**config.mk**
```make
export PLATFORM = sky130hd
export DESIGN_NAME = chunked_body_decoder_core
export DESIGN_NICKNAME = d
export VERILOG_FILES = /design/src/sv/cbd_pkg.sv /design/src/sv/chunked_body_decoder_core.sv /design/src/sv/cbd_front.sv /design/src/sv/cbd_queue.sv /design/src/sv/cbd_back.sv
export VERILOG_INCLUDE_DIRS = /design/src /design/src/sv
export SDC_FILE = /design/constraint.sdc
export NUM_CORES = 1
export LEC_CHECK = 0
export BUFFER_PORTS_ARGS = -buffer_cell sky130_fd_sc_hd__buf_2
export CORE_MARGIN = 2
export CORE_UTILIZATION = 40
export CTS_CLUSTER_SIZE = 24
export DETAILED_ROUTE_END_ITERATION = 8
export PLACE_DENSITY = 0.56
export SETUP_SLACK_MARGIN = 0.5
export SYNTH_ARGS = -nofsm -noshare
export SYNTH_HDL_FRONTEND = slang
export SYNTH_HIERARCHICAL = 1
export SYNTH_SLANG_ARGS = --single-unit
```
**constraint.sdc**
```tcl
create_clock -name clk_i -period 7.69 [get_ports clk_i]
set_input_delay 0.769 -clock clk_i [delete_from_list [all_inputs] [get_ports clk_i]]
set_output_delay 0.769 -clock clk_i [all_outputs]
set_load 0.02 [all_outputs]
```
**src/sv/chunked_body_decoder_core_assert.svh**
```systemverilog
// Assertion helpers shared by the decoder modules.
// Both expect clk_i and rst_ni in the enclosing module.
`ifndef CHUNKED_BODY_DECODER_CORE_ASSERT_SVH
`define CHUNKED_BODY_DECODER_CORE_ASSERT_SVH

// Implication checked at every clock edge outside reset.
`define CBD_ASSERT_IMPL(label, ante, cons, msg) \
  label: assert property (@(posedge clk_i) disable iff (!rst_ni) (ante) |-> (cons)) \
    else $error(msg);

// Condition that must never be seen outside reset.
`define CBD_ASSERT_NEVER(label, cond, msg) \
  label: assert property (@(posedge clk_i) disable iff (!rst_ni) !(cond)) \
    else $error(msg);

`endif

```
**src/sv/cbd_pkg.sv**
```systemverilog
package cbd_pkg;

  localparam int unsigned SizeWidth = 32;

  // request queue between classifier and parser
  localparam int unsigned QDepth = 4;
  localparam int unsigned QPtrW  = $clog2(QDepth);

  localparam logic [7:0] ChCr     = 8'h0D;
  localparam logic [7:0] ChLf     = 8'h0A;
  localparam logic [7:0] ChTab    = 8'h09;
  localparam logic [7:0] ChVt     = 8'h0B;
  localparam logic [7:0] ChFf     = 8'h0C;
  localparam logic [7:0] ChSpace  = 8'h20;
  localparam logic [7:0] ChLowerX = 8'h78;
  localparam logic [7:0] ChUpperX = 8'h58;

  localparam logic [1:0] StRunning   = 2'd0;
  localparam logic [1:0] StZeroEnd   = 2'd1;
  localparam logic [1:0] StTruncated = 2'd2;
  localparam logic [1:0] StClean     = 2'd3;

  typedef enum logic [1:0] {
    PH_SIZE,
    PH_DATA,
    PH_SKIP,
    PH_DONE
  } cbd_phase_e;

  // classified input request
  typedef struct packed {
    logic [7:0] data;
    logic       first;
    logic       fin;
    logic       is_hex;
    logic [3:0] hex_val;
    logic       is_blank;
    logic       is_x;
    logic       is_cr;
    logic       is_lf;
  } cbd_item_t;

  typedef struct packed {
    logic [7:0] data;
    logic       valid;
    logic       cend;
    logic [1:0] status;
    logic       last;
  } cbd_result_t;

endpackage

```
**src/sv/chunked_body_decoder_core.sv**
```systemverilog
// Chunked body decoder: takes one response-body byte per cycle on the slave
// stream while the request queue is not full and returns exactly one result
// per byte on the master stream, in order. Sustained rate is one byte per clock
// while the master stream is not stalled; a classified request is written into
// the 4-entry request queue at the accepting edge, and the parser update moves
// it from there into the output register. The rate is set by the parser's
// state update, which handles one byte per cycle including the size accumulate
// and the remaining-count decrement. Input tuser is first_byte, tlast is
// final_byte. Output tdata is the payload byte (zero on non-payload bytes),
// tuser holds data_valid, chunk_end and status, tlast is end_of_body.
// chunked_mode is written through cfg_we_i/cfg_wdata_i and cleared by reset;
// the user must write it only while the stream is idle, the block does not enforce it.
module chunked_body_decoder_core (
  input  logic       clk_i,
  input  logic       rst_ni,
  input  logic       cfg_we_i,
  input  logic       cfg_wdata_i,    // chunked_mode
  input  logic       s_axis_tvalid,
  output logic       s_axis_tready,
  input  logic [7:0] s_axis_tdata,   // [7:0] body_byte
  input  logic       s_axis_tuser,   // [0] first_byte
  input  logic       s_axis_tlast,   // final_byte
  output logic       m_axis_tvalid,
  input  logic       m_axis_tready,
  output logic [7:0] m_axis_tdata,   // [7:0] data_byte
  output logic [3:0] m_axis_tuser,   // [0] data_valid, [1] chunk_end, [3:2] status
  output logic       m_axis_tlast    // end_of_body
);
  import cbd_pkg::*;

  logic        push;
  logic        full;
  logic        q_valid;
  logic        pop;
  cbd_item_t   in_item;
  cbd_item_t   q_item;
  cbd_result_t res;

  cbd_front u_front (
    .s_axis_tvalid (s_axis_tvalid),
    .s_axis_tready (s_axis_tready),
    .s_axis_tdata  (s_axis_tdata),
    .s_axis_tuser  (s_axis_tuser),
    .s_axis_tlast  (s_axis_tlast),
    .push_o        (push),
    .item_o        (in_item),
    .full_i        (full)
  );

  cbd_queue u_queue (
    .clk_i   (clk_i),
    .rst_ni  (rst_ni),
    .push_i  (push),
    .item_i  (in_item),
    .full_o  (full),
    .pop_i   (pop),
    .valid_o (q_valid),
    .item_o  (q_item)
  );

  cbd_back u_back (
    .clk_i       (clk_i),
    .rst_ni      (rst_ni),
    .cfg_we_i    (cfg_we_i),
    .cfg_wdata_i (cfg_wdata_i),
    .valid_i     (q_valid),
    .item_i      (q_item),
    .pop_o       (pop),
    .out_valid_o (m_axis_tvalid),
    .out_ready_i (m_axis_tready),
    .res_o       (res)
  );

  assign m_axis_tdata = res.data;
  assign m_axis_tuser = {res.status, res.cend, res.valid};
  assign m_axis_tlast = res.last;

endmodule

```
**src/sv/cbd_front.sv**
```systemverilog
module cbd_front (
  input  logic               s_axis_tvalid,
  output logic               s_axis_tready,
  input  logic [7:0]         s_axis_tdata,  // body_byte
  input  logic               s_axis_tuser,  // first_byte
  input  logic               s_axis_tlast,  // final_byte
  output logic               push_o,
  output cbd_pkg::cbd_item_t item_o,
  input  logic               full_i
);
  import cbd_pkg::*;

  logic [7:0] b;

  assign b             = s_axis_tdata;
  assign s_axis_tready = !full_i;
  assign push_o        = s_axis_tvalid && !full_i;

  always_comb begin
    item_o          = '0;
    item_o.data     = b;
    item_o.first    = s_axis_tuser;
    item_o.fin      = s_axis_tlast;
    item_o.is_blank = (b == ChSpace) || (b == ChTab) || (b == ChLf) ||
                      (b == ChVt) || (b == ChFf) || (b == ChCr);
    item_o.is_x     = (b == ChLowerX) || (b == ChUpperX);
    item_o.is_cr    = (b == ChCr);
    item_o.is_lf    = (b == ChLf);
    if (b inside {[8'h30:8'h39]}) begin
      item_o.is_hex  = 1'b1;
      item_o.hex_val = b[3:0];
    end else if (b inside {[8'h61:8'h66], [8'h41:8'h46]}) begin
      // 'a'..'f' and 'A'..'F' share the low three bits 1..6
      item_o.is_hex  = 1'b1;
      item_o.hex_val = 4'(b[2:0] + 3'd1) + 4'd8;
    end
  end

endmodule

```
**src/sv/cbd_queue.sv**
```systemverilog
module cbd_queue (
  input  logic               clk_i,
  input  logic               rst_ni,
  input  logic               push_i,
  input  cbd_pkg::cbd_item_t item_i,
  output logic               full_o,
  input  logic               pop_i,
  output logic               valid_o,
  output cbd_pkg::cbd_item_t item_o
);
  import cbd_pkg::*;

  cbd_item_t        mem_q [QDepth];
  logic [QPtrW-1:0] wr_ptr_q, wr_ptr_d;
  logic [QPtrW-1:0] rd_ptr_q, rd_ptr_d;
  logic [QPtrW:0]   count_q, count_d;

  assign full_o  = (count_q == (QPtrW+1)'(QDepth));
  assign valid_o = (count_q != '0);
  assign item_o  = mem_q[rd_ptr_q];

  always_comb begin
    wr_ptr_d = wr_ptr_q;
    rd_ptr_d = rd_ptr_q;
    count_d  = count_q;
    if (push_i) begin
      wr_ptr_d = (wr_ptr_q == QPtrW'(QDepth - 1)) ? '0 : wr_ptr_q + QPtrW'(1);
    end
    if (pop_i) begin
      rd_ptr_d = (rd_ptr_q == QPtrW'(QDepth - 1)) ? '0 : rd_ptr_q + QPtrW'(1);
    end
    if (push_i && !pop_i) begin
      count_d = count_q + (QPtrW+1)'(1);
    end else if (pop_i && !push_i) begin
      count_d = count_q - (QPtrW+1)'(1);
    end
  end

  always_ff @(posedge clk_i or negedge rst_ni) begin
    if (!rst_ni) begin
      wr_ptr_q <= '0;
      rd_ptr_q <= '0;
      count_q  <= '0;
    end else begin
      wr_ptr_q <= wr_ptr_d;
      rd_ptr_q <= rd_ptr_d;
      count_q  <= count_d;
    end
  end

  always_ff @(posedge clk_i) begin
    if (push_i) begin
      mem_q[wr_ptr_q] <= item_i;
    end
  end

`include "chunked_body_decoder_core_assert.svh"

  `CBD_ASSERT_NEVER(a_q_overflow, count_q > (QPtrW+1)'(QDepth), "queue count past depth")
  `CBD_ASSERT_IMPL(a_q_pop_empty, pop_i, count_q != '0, "pop from empty queue")
  `CBD_ASSERT_IMPL(a_q_push_full, push_i, !full_o, "push into full queue")

endmodule

```
**src/sv/cbd_back.sv**
```systemverilog
module cbd_back (
  input  logic                clk_i,
  input  logic                rst_ni,
  input  logic                cfg_we_i,
  input  logic                cfg_wdata_i,
  input  logic                valid_i,
  input  cbd_pkg::cbd_item_t  item_i,
  output logic                pop_o,
  output logic                out_valid_o,
  input  logic                out_ready_i,
  output cbd_pkg::cbd_result_t res_o
);
  import cbd_pkg::*;

  localparam logic [1:0] PpNone = 2'd0;  // nothing but blanks so far
  localparam logic [1:0] PpZero = 2'd1;  // lone leading zero, 'x' may follow
  localparam logic [1:0] PpDone = 2'd2;

  logic                 mode_q;
  cbd_phase_e           phase_q, phase_d;
  logic [SizeWidth-1:0] acc_q, acc_d;
  logic [SizeWidth-1:0] left_q, left_d;
  logic                 hs_q, hs_d;
  logic [1:0]           pp_q, pp_d;
  logic                 pcr_q, pcr_d;
  logic [1:0]           skip_q, skip_d;
  logic                 out_valid_q, out_valid_d;
  cbd_result_t          res_q, res_d;

  assign pop_o       = valid_i && (!out_valid_q || out_ready_i);
  assign out_valid_o = out_valid_q;
  assign res_o       = res_q;

  always_comb begin
    phase_d     = phase_q;
    acc_d       = acc_q;
    left_d      = left_q;
    hs_d        = hs_q;
    pp_d        = pp_q;
    pcr_d       = pcr_q;
    skip_d      = skip_q;
    res_d       = res_q;
    out_valid_d = out_valid_q && !out_ready_i;

    if (pop_o) begin
      out_valid_d = 1'b1;
      res_d       = '0;
      res_d.last  = item_i.fin;

      if (item_i.first) begin
        phase_d = PH_SIZE;
        acc_d   = '0;
        hs_d    = 1'b0;
        pp_d    = PpNone;
        pcr_d   = 1'b0;
        left_d  = '0;
        skip_d  = '0;
      end

      if (!mode_q) begin
        res_d.valid  = 1'b1;
        res_d.data   = item_i.data;
        res_d.status = item_i.fin ? StClean : StRunning;
      end else begin
        case (phase_d)
          PH_SIZE: begin
            if (pcr_d && item_i.is_lf) begin
              if (acc_d == '0) begin
                phase_d = PH_DONE;
              end else begin
                left_d  = acc_d;
                phase_d = PH_DATA;
              end
            end else begin
              pcr_d = item_i.is_cr;
              if (!hs_d) begin
                if (pp_d == PpZero && item_i.is_x) begin
                  pp_d = PpDone;
                end else if (!(pp_d == PpNone && item_i.is_blank)) begin
                  if (item_i.is_hex) begin
                    // saturate once the top nibble is occupied
                    if (acc_d[SizeWidth-1 -: 4] != '0) begin
                      acc_d = '1;
                    end else begin
                      acc_d = {acc_d[SizeWidth-5:0], item_i.hex_val};
                    end
                    pp_d = (pp_d == PpNone && item_i.hex_val == 4'd0) ? PpZero : PpDone;
                  end else begin
                    hs_d = 1'b1;
                  end
                end
              end
            end
          end
          PH_DATA: begin
            res_d.valid = 1'b1;
            res_d.data  = item_i.data;
            left_d      = left_d - SizeWidth'(1);
            if (left_d == '0) begin
              res_d.cend = 1'b1;
              phase_d    = PH_SKIP;
              skip_d     = 2'd2;
            end
          end
          PH_SKIP: begin
            skip_d = skip_d - 2'd1;
            if (skip_d == 2'd0) begin
              phase_d = PH_SIZE;
              acc_d   = '0;
              hs_d    = 1'b0;
              pp_d    = PpNone;
              pcr_d   = 1'b0;
            end
          end
          PH_DONE: begin
            // trailers are swallowed
          end
          default: begin
            phase_d = PH_SIZE;
          end
        endcase

        if (phase_d == PH_DONE) begin
          res_d.status = StZeroEnd;
        end else if (item_i.fin) begin
          res_d.status = (phase_d == PH_DATA) ? StTruncated : StClean;
        end else begin
          res_d.status = StRunning;
        end
      end

      if (item_i.fin) begin
        phase_d = PH_SIZE;
        acc_d   = '0;
        hs_d    = 1'b0;
        pp_d    = PpNone;
        pcr_d   = 1'b0;
        left_d  = '0;
        skip_d  = '0;
      end
    end
  end

  always_ff @(posedge clk_i or negedge rst_ni) begin
    if (!rst_ni) begin
      mode_q      <= 1'b0;
      phase_q     <= PH_SIZE;
      acc_q       <= '0;
      left_q      <= '0;
      hs_q        <= 1'b0;
      pp_q        <= PpNone;
      pcr_q       <= 1'b0;
      skip_q      <= '0;
      out_valid_q <= 1'b0;
    end else begin
      if (cfg_we_i) begin
        mode_q <= cfg_wdata_i;
      end
      phase_q     <= phase_d;
      acc_q       <= acc_d;
      left_q      <= left_d;
      hs_q        <= hs_d;
      pp_q        <= pp_d;
      pcr_q       <= pcr_d;
      skip_q      <= skip_d;
      out_valid_q <= out_valid_d;
    end
  end

  always_ff @(posedge clk_i) begin
    res_q <= res_d;
  end

`include "chunked_body_decoder_core_assert.svh"

  `CBD_ASSERT_IMPL(a_cend_is_data, out_valid_q && res_q.cend, res_q.valid,
                   "chunk end on a non-payload byte")
  `CBD_ASSERT_IMPL(a_end_status_last, out_valid_q && res_q.status[1], res_q.last,
                   "end status without final byte")
  `CBD_ASSERT_IMPL(a_skip_phase, phase_q == PH_SKIP, skip_q != 2'd0,
                   "skip phase with no bytes left to skip")

endmodule

```
==> impl_results.md, run 1 <==
- Status: finished clean
- Setup TNS: 0 ns
- DR WL met3: 1780 um
- Max Cap Viol: 0
- Via count: 8524
- Power density cells: roughly 410 mW/mm^2
- Hold Fails Final Rpt: 0
- TritonRoute pass-1 iters: 5
- DRC violations left: 0
- CP cell instances: mux4_2, inv_1, buf_4, nand2_1, ha_1, nor3b_1, nand2_1, nor4_1, o21ai_0, a2111oi_2, nand4b_4, mux2i_1, a32o_2
- HP Class: input pin to async pin
- Slew Limit Fails: 0
- Mapped Cells: 1061
- Class of the most critical setup path: register to register
- Highest Signal Layer: met4
- Diode count: 0
- Final Net Count: 1080
- Register bit total from synthesis: 170
- Routed len/inst: 21.62 um
- GPL Wtd Cong: 0.8896
- # rows: between 50 and 60
- Final ANT Viol Nets: 0
- Worst EP required: about 8 ns
- Clk_lat worst skew: 0.45 ns
- Die Wd: between 150 and 200 um
- CTS root buf: clkbuf_16
- Total grt overflow: 0
- Yosys warnings: 6
- Delay-heaviest family, CP: simple AND/OR/NAND/NOR gates
- Dominant synthesized flop cell: edfxtp_1
- Async S/R FF share, synth: 0.4765
- Initial antenna violation count: 0
- CTS Buf Count: 17
- CP arrival: 4.76 ns
- Hold_buf cts: 0
- Crit-path slowest cell: nor3b_1
- PortBufs: 30
- Number of synthesized flops with an enable pin: 89
- WP buf/inv: 2
- Sink Count: 170
- Commonest cells post-synth: nand2_1 (142), o21ai_0 (99), edfxtp_1 (89)
- Starting DRT DRC Count: 810
- Worst path max stage delay: 0.71 ns
- Post-detailed-routing wire length: approximately 30000 um
- Seq/Total Area, Yosys: 0.4573
- DP HPWL: 19930 um
- Largest net degree at the start of global routing: 61
- Core box area: about 0.025 mm^2
- Top-count cell post-synth: nand2_1
- Total track usage: 0.2297
- First-pass GRT wire length: ~48000 um
- Max Buffers Root-to-Sink: 2
- Fin cells: 1389
- Layout cell share with drive strength beyond 1: 0.1228
- Htree depth: 4
- Clock Skews: 0.01797 ns
- Slew Limit Headroom: 0.2572
- Worst slew pin tran: 1.114 ns
- IO Pins: 31
- Most numerous cell on the critical path: nand2_1
- Met2 Wirelength: 13920 um
- Register area: between 0.004 and 0.005 mm^2
- Area occupied by multi-input gates: 0.005094 mm^2
- Total power: between 4000 and 5000 uW
- # Post-CTS Setup Buffers: 0
- Fillers: roughly 2400
- Mean post-synth cell area: 9.685 um^2
- Routed length on met1: approximately 14000 um
- Initial core utilization: 0.4081
- Cell Area, Synth: ~0.010 mm^2
- Worst Setup Start Kind: register
- Post-synth top area cell: edfxtp_1
- Max FO, Critical Path: 47
- Unrepaired setup endpoints after global routing: no
- F_max: 219.2 MHz
- Post-CTS sizing: 0
- DIE HEIGHT: 164.3 um
- DP Worst Slack: 3.187 ns
- Reg clk slew, reported paths: approximately 0.08 ns
- Die area: between 0.02 and 0.03 mm^2
- Worst VDD drop: approximately 0.18 mV
- CTS tree: done
- Top cells by area, synth: edfxtp_1 (26%), dfrtp_1 (20%), nand2_1 (5.2%)
- Library cells used by synthesis: 89
- Vias per cell: approximately 6.1
- Final Cycle Share: 0.5933
- Syn nets: approximately 1100
- PnR worst setup slack: 3.128 ns
- Leakage: 0.004433 uW
- Critical Path Sink Type: register
- Vias in the first global route: 8187
- Final setup violation count: 0
- Area share of the leading cell type in the synthesized netlist: 0.2601
- Inst Count DP: approximately 1400
- Period minus WS final: 4.562 ns
- Layout area overhead: 9.558%
## final timing paths
kind,from,end,slack [ns],cells after the start
worst max-delay path,u_queue/rd_ptr_q[0]$_DFFE_PN0P_,u_back/res_o[1]$_DFFE_PP_,3.13,13
worst min-delay path,rst_ni,u_back/acc_q[29]$_DFFE_PN0P_,0.25,1
worst max register to register,u_queue/rd_ptr_q[0]$_DFFE_PN0P_,u_back/res_o[1]$_DFFE_PP_,3.13,13
worst min register to register,u_queue/count_q[2]$_DFFE_PN0P_,u_queue/count_q[2]$_DFFE_PN0P_,0.49,1
max in group asynchronous,rst_ni,u_back/phase_q[1]$_DFFE_PN0P_,6.36,2
min in group clk_i,u_queue/count_q[2]$_DFFE_PN0P_,u_queue/count_q[2]$_DFFE_PN0P_,0.49,1
## report_power, final
part           internal, uW  leakage (uW)  total, uW  switching [uW]
clock network           458      0.000311        931             472
registers              1230       0.00189       1500             270
logic                   779       0.00223       2240            1460
## worst reg2reg max path, cell delays in order (launching register included)
cell and delay, ns:
dfrtp_1 0.40, mux4_2 0.34, inv_1 0.04, buf_4 0.29, nand2_1 0.19, ha_1 0.40
nor3b_1 0.71, nand2_1 0.19, nor4_1 0.42, o21ai_0 0.18, a2111oi_2 0.46, nand4b_4 0.26
mux2i_1 0.19, a32o_2 0.27
## metrics by stage
stage	hold WS, ns	instance area, um^2	utilization
final	0.2501	11260	0.4471
after global routing	0.2759	11260	0.4471
after CTS	0.2668	11260	0.4471
after detailed placement	0.4739	10610	0.4213
after global placement	0.4751	10610	0.4213
after floorplan	0.4487	10280	-
## final cells by class
class / instances / share of cell area
clock buffers: 17 / 0.03779
multi-input cells: 780 / 0.4524
flip-flops and latches: 170 / 0.4174
clock inverters: 15 / 0.01978
inverters: 27 / 0.009002
well taps: 330 / 0.03667
repair buffers: 50 / 0.02689
## registers in the layout, indices dropped and copies added, names as in the netlist
name                cells
u_back/acc_q           32
u_back/hs_q             1
u_back/left_q          32
u_back/mode_q           1
u_back/out_valid_o      1
u_back/pcr_q            1
u_back/phase_q          2
u_back/pp_q             2
u_back/res_o           13
u_back/skip_q           2
u_queue/count_q         3
u_queue/mem_q          76
u_queue/rd_ptr_q        2
u_queue/wr_ptr_q        2
## cell usage in the layout, fill, tap and decap left out, types with 8 or more instances in the layout
master,n
dfrtp_1,81
o221ai_1,12
edfxtp_1,89
or3_1,10
buf_2,29
mux4_2,19
mux2i_1,26
nand2_1,142
o211ai_1,16
ha_1,17
nand3_1,20
or4_1,8
nor2b_1,31
a21oi_1,49
nand2b_1,8
o31ai_1,24
buf_4,21
o22ai_1,11
nor4_1,21
nor3_1,25
o21ai_0,99
a21o_1,18
a31oi_1,8
o21ai_1,16
nand4_1,9
nor2_1,69
clkbuf_16,17
inv_1,23
## per-layer routing
| metal | vias up | track usage |
|---|---|---|
| li1 | 3928 | - |
| met1 | 4214 | 0.3203 |
| met3 | 51 | 0.03586 |
| met5 | - | 0 |
| met4 | 0 | 0.07297 |
| met2 | 331 | 0.3669 |
## logic make-up (layout without fill, tap and decap cells)
family	after synthesis	count (layout)	share of synthesized area
fa+ha+maj	18	18	0.02265
compound gates	315	315	0.1997
xor+xnor	12	12	0.01023
mux	51	51	0.07391
flops	170	170	0.4573
simple gates	384	384	0.1882
buf+inv	111	109	0.04797
Note: power is estimated with default switching activity, not from simulation.
==> inputs of run 2 (changes only) <==
--- a/config.mk
+++ b/config.mk
@@ -6,6 +6,7 @@
 export SDC_FILE = /design/constraint.sdc
 export NUM_CORES = 1
 export LEC_CHECK = 0
+export ABC_AREA = 1
 export BUFFER_PORTS_ARGS = -buffer_cell sky130_fd_sc_hd__buf_2
 export CORE_MARGIN = 2
 export CORE_UTILIZATION = 40
==> constraint.sdc (replaced) <==
create_clock -name clk_i -period 4.3 [get_ports clk_i]
set_input_delay 0.43 -clock clk_i [delete_from_list [all_inputs] [get_ports clk_i]]
set_output_delay 0.43 -clock clk_i [all_outputs]
set_load 0.02 [all_outputs]
==> run 2 against run 1 <==
Against the previous run:
- sequential power up 69%
- core utilization down 0.55 points
- global-route usage up 1.0 points
- synthesized cell count up 45%
- worst hold slack worse by 0.21 ns
- sequential cell count unchanged
- via count up 22%
- worst setup slack worse by 2.4 ns
- register-to-register slack worse by 2.4 ns
- routed wire length up 15%
- combinational power rose to 3.0 times the previous value
- critical path type unchanged
- critical endpoint is now u_back/left_q[31]$_DFFE_PN0P_
==> impl_results.md, run 2 <==
- Worst slew pin tran: between 0.9 and 1 ns
- Power density cells: between 800 and 900 mW/mm^2
- Top-count cell post-synth: nand2_1
- R2R cell count: 17
- Worst EP required: 4.61 ns
- Max FO, Critical Path: 29
- Dominant synthesized flop cell: edfxtp_1
- Mean post-synth cell area: 7.379 um^2
- HP Class: input pin to async pin
- Diode count: 0
- DRC violations left: 0
- Sw frac: 0.5364
- Clock Skews: 0.01503 ns
- Clk_lat worst skew: 0.44 ns
- Class of the most critical setup path: register to register
- Starting DRT DRC Count: 1014
- CP cell instances: inv_2, nand2_1, o211ai_1, nand2_1, buf_4, buf_4, nor2_1, inv_1, nand3_1, nor2_1, nand2_1, nand2_1, buf_4, o21ai_0, a21oi_1, o21ai_0, nand2_1
- Core box area: ~0.028 mm^2
- Mapped Cells: 1534
- Delay-heaviest family, CP: simple AND/OR/NAND/NOR gates
- Worst path max stage delay: about 0.41 ns
- Total power: about 11000 uW
- Critical path depth in cells: 17
- Post-detailed-routing wire length: 34470 um
- FF-to-FF Start: u_queue/rd_ptr_q[0]$_DFFE_PN0P_
- DP HPWL: 23420 um
- TritonRoute pass-1 iters: 7
- Highest Signal Layer: met4
- Syn nets: 1568
- Async S/R FF share, synth: 0.4765
- Initial core utilization: 0.4063
- Crit-path slowest cell: dfrtp_1
- Most frequent cells in the layout: nand2_1 (400), inv_1 (192), o21ai_0 (149), nor2_1 (123), a21oi_1 (96)
- Seq/Total Area, Yosys: 0.4152
- Clk pwr share: 0.144
- Register bit total from synthesis: 170
- Via count: between 10000 and 15000
- Vias per cell: approximately 5.4
- DIE HEIGHT: between 150 and 200 um
- Layout cell share with drive strength beyond 1: 0.09008
- First-pass GRT wire length: 54480 um
- CP endpoint: u_back/left_q[31]$_DFFE_PN0P_
- Fillers: 2815
- CTS tree: done
- DR WL met3: 1761 um
- Max Buffers Root-to-Sink: 2
- Top cells by area, synth: edfxtp_1 (24%), dfrtp_1 (18%), nand2_1 (13%)
- Reg clk slew, reported paths: 0.08 ns
- # rows: 61
- Met2 Wirelength: ~16000 um
- Share of power burned in registers: 0.237
- Fin util: 0.4416
- Post-synth top area cell: edfxtp_1
- Leakage: 0.005761 uW
- # Post-CTS Setup Buffers: 0
- Slew Limit Headroom: 0.3454
- Die area: around 0.030 mm^2
- Die Wd: 172.2 um
- Commonest cells post-synth: nand2_1 (402), inv_1 (193), o21ai_0 (149)
- Most numerous cell on the critical path: nand2_1
- Yosys warnings: 6
- Layout area overhead: 8.677%
- Total track usage: 0.2397
- Share of power burned in combinational logic: 0.619
- Largest net degree at the start of global routing: 74
- Largest reg by FF count: u_queue/mem_q
- Initial antenna violation count: 0
- Sink Count: 170
- Psw: 5728 uW
- Total grt overflow: 0
- Post-CTS sizing: 0
- F_max: 280.9 MHz
- GPL Wtd Cong: 0.9076
- Worst Setup Start Kind: register
- WP buf/inv: 5
- Area share of the leading cell type in the synthesized netlist: 0.2361
- Routed length on met1: 15610 um
- Slew Limit Fails: 0
- Vias in the first global route: just under 10000
- Int Pwr: 4950 uW
- Cell Area, Synth: approximately 0.011 mm^2
- IO Pins: 31
- CP startpoint: u_queue/rd_ptr_q[0]$_DFFE_PN0P_
- Status: finished clean
- Commonest non-fill, non-tap cell in the layout: nand2_1
- Worst VDD drop: 0.3868 mV
- Final ANT Viol Nets: 0
- Max Cap Viol: 0
- Number of synthesized flops with an enable pin: 89
- Unrepaired setup endpoints after global routing: yes
- Final Net Count: 1553
- CP arrival: 3.87 ns
- Reg-to-Reg End: u_back/left_q[31]$_DFFE_PN0P_
- Routed len/inst: ~18 um
- Hold Fails Final Rpt: 0
- Max reg flops: 76
- Final setup violation count: 0
- Library cells used by synthesis: 47
- Setup TNS: 0 ns
- R2r setup slk: 0.74 ns
- PortBufs: 30
- Largest regs: u_queue/mem_q (76), u_back/acc_q (32), u_back/left_q (32)
- CTS root buf: clkbuf_16
- Critical Path Sink Type: register
- Htree depth: 4
- Final Cycle Share: 0.8278
- Hold_buf cts: 0
- Period minus WS final: about 3.6 ns
- CTS Buf Count: 17
==> run 2: cell count changes after synthesis, moves of 31 or more <==
cell     previous run  this run
nand2_1           142       402
inv_1              23       193
nor2_1             69       125
o21ai_0            99       149
a21oi_1            49        96
nand3_1            20        60
nor2b_1            31         0
==> run 2: layout make-up <==
cell class                 count  area (um^2)  share of cell area
multi-input combinational   1068         5404              0.4393
sequential                   170         4700              0.3820
inverter                     201        759.5             0.06174
tap                          378        473.0             0.03845
clock buffer                  17        425.4             0.03458
timing repair buffer          61        389.1             0.03163
clock inverter                15        151.4             0.01231
==> run 2: per-layer routing <==
layer,up-vias,GRT usage
met5,-,0
met4,0,0.09390
met3,63,0.03502
met2,353,0.3906
met1,4818,0.3220
li1,5142,-
==> run 2: cell families (layout without fill, tap and decap cells) <==
kind of cell    after synthesis  after routing  share of synthesized area
fa+ha+maj                    18             18                    0.02056
simple gates                648            648                     0.2373
flops                       170            170                     0.4152
compound gates              397            397                     0.2129
xor+xnor                      5              5                   0.003869
buf+inv                     296            294                     0.1102
==> run 2: worst min path at each step <==
stage / startpoint / endpoint / slack [ns] / cells after the start
after floorplan: rst_ni / u_back/acc_q[0]$_DFFE_PN0P_ / 0.13 / 0
after global placement: u_queue/count_q[2]$_DFFE_PN0P_ / u_queue/count_q[2]$_DFFE_PN0P_ / 0.46 / 2
after detailed placement: u_queue/count_q[2]$_DFFE_PN0P_ / u_queue/count_q[2]$_DFFE_PN0P_ / 0.46 / 2
after CTS: rst_ni / u_back/left_q[7]$_DFFE_PN0P_ / 0.06 / 1
after global routing: rst_ni / u_back/left_q[6]$_DFFE_PN0P_ / 0.09 / 1
final: rst_ni / u_back/left_q[7]$_DFFE_PN0P_ / 0.04 / 1
==> run 2: through the flow <==
step / instances / instance area [um^2] / hold slack, ns / setup WS, ns
after detailed placement: 1878 / 11700 / 0.4630 / 0.6769
after floorplan: 1534 / 11320 / 0.1344 / 0.7310
after global routing: 1910 / 12300 / 0.08896 / 0.4771
after global placement: 1878 / 11700 / 0.4583 / 0.6923
final: 1910 / 12300 / 0.03747 / 0.7405
after CTS: 1910 / 12270 / 0.05750 / 0.6592
==> run 2: power groups by stage <==
| stage | clock (uW) | combinational, uW | sequential (uW) |
|---|---|---|---|
| 5_1_grt | 1640 | 7360 | 2580 |
| 2_1_floorplan | 0 | 4660 | 2550 |
| 4_1_cts | 1580 | 6470 | 2520 |
| 6_report | 1540 | 6610 | 2530 |
| 3_3_place_gp | 0 | 6470 | 2550 |
| 3_5_place_dp | 0 | 6450 | 2550 |
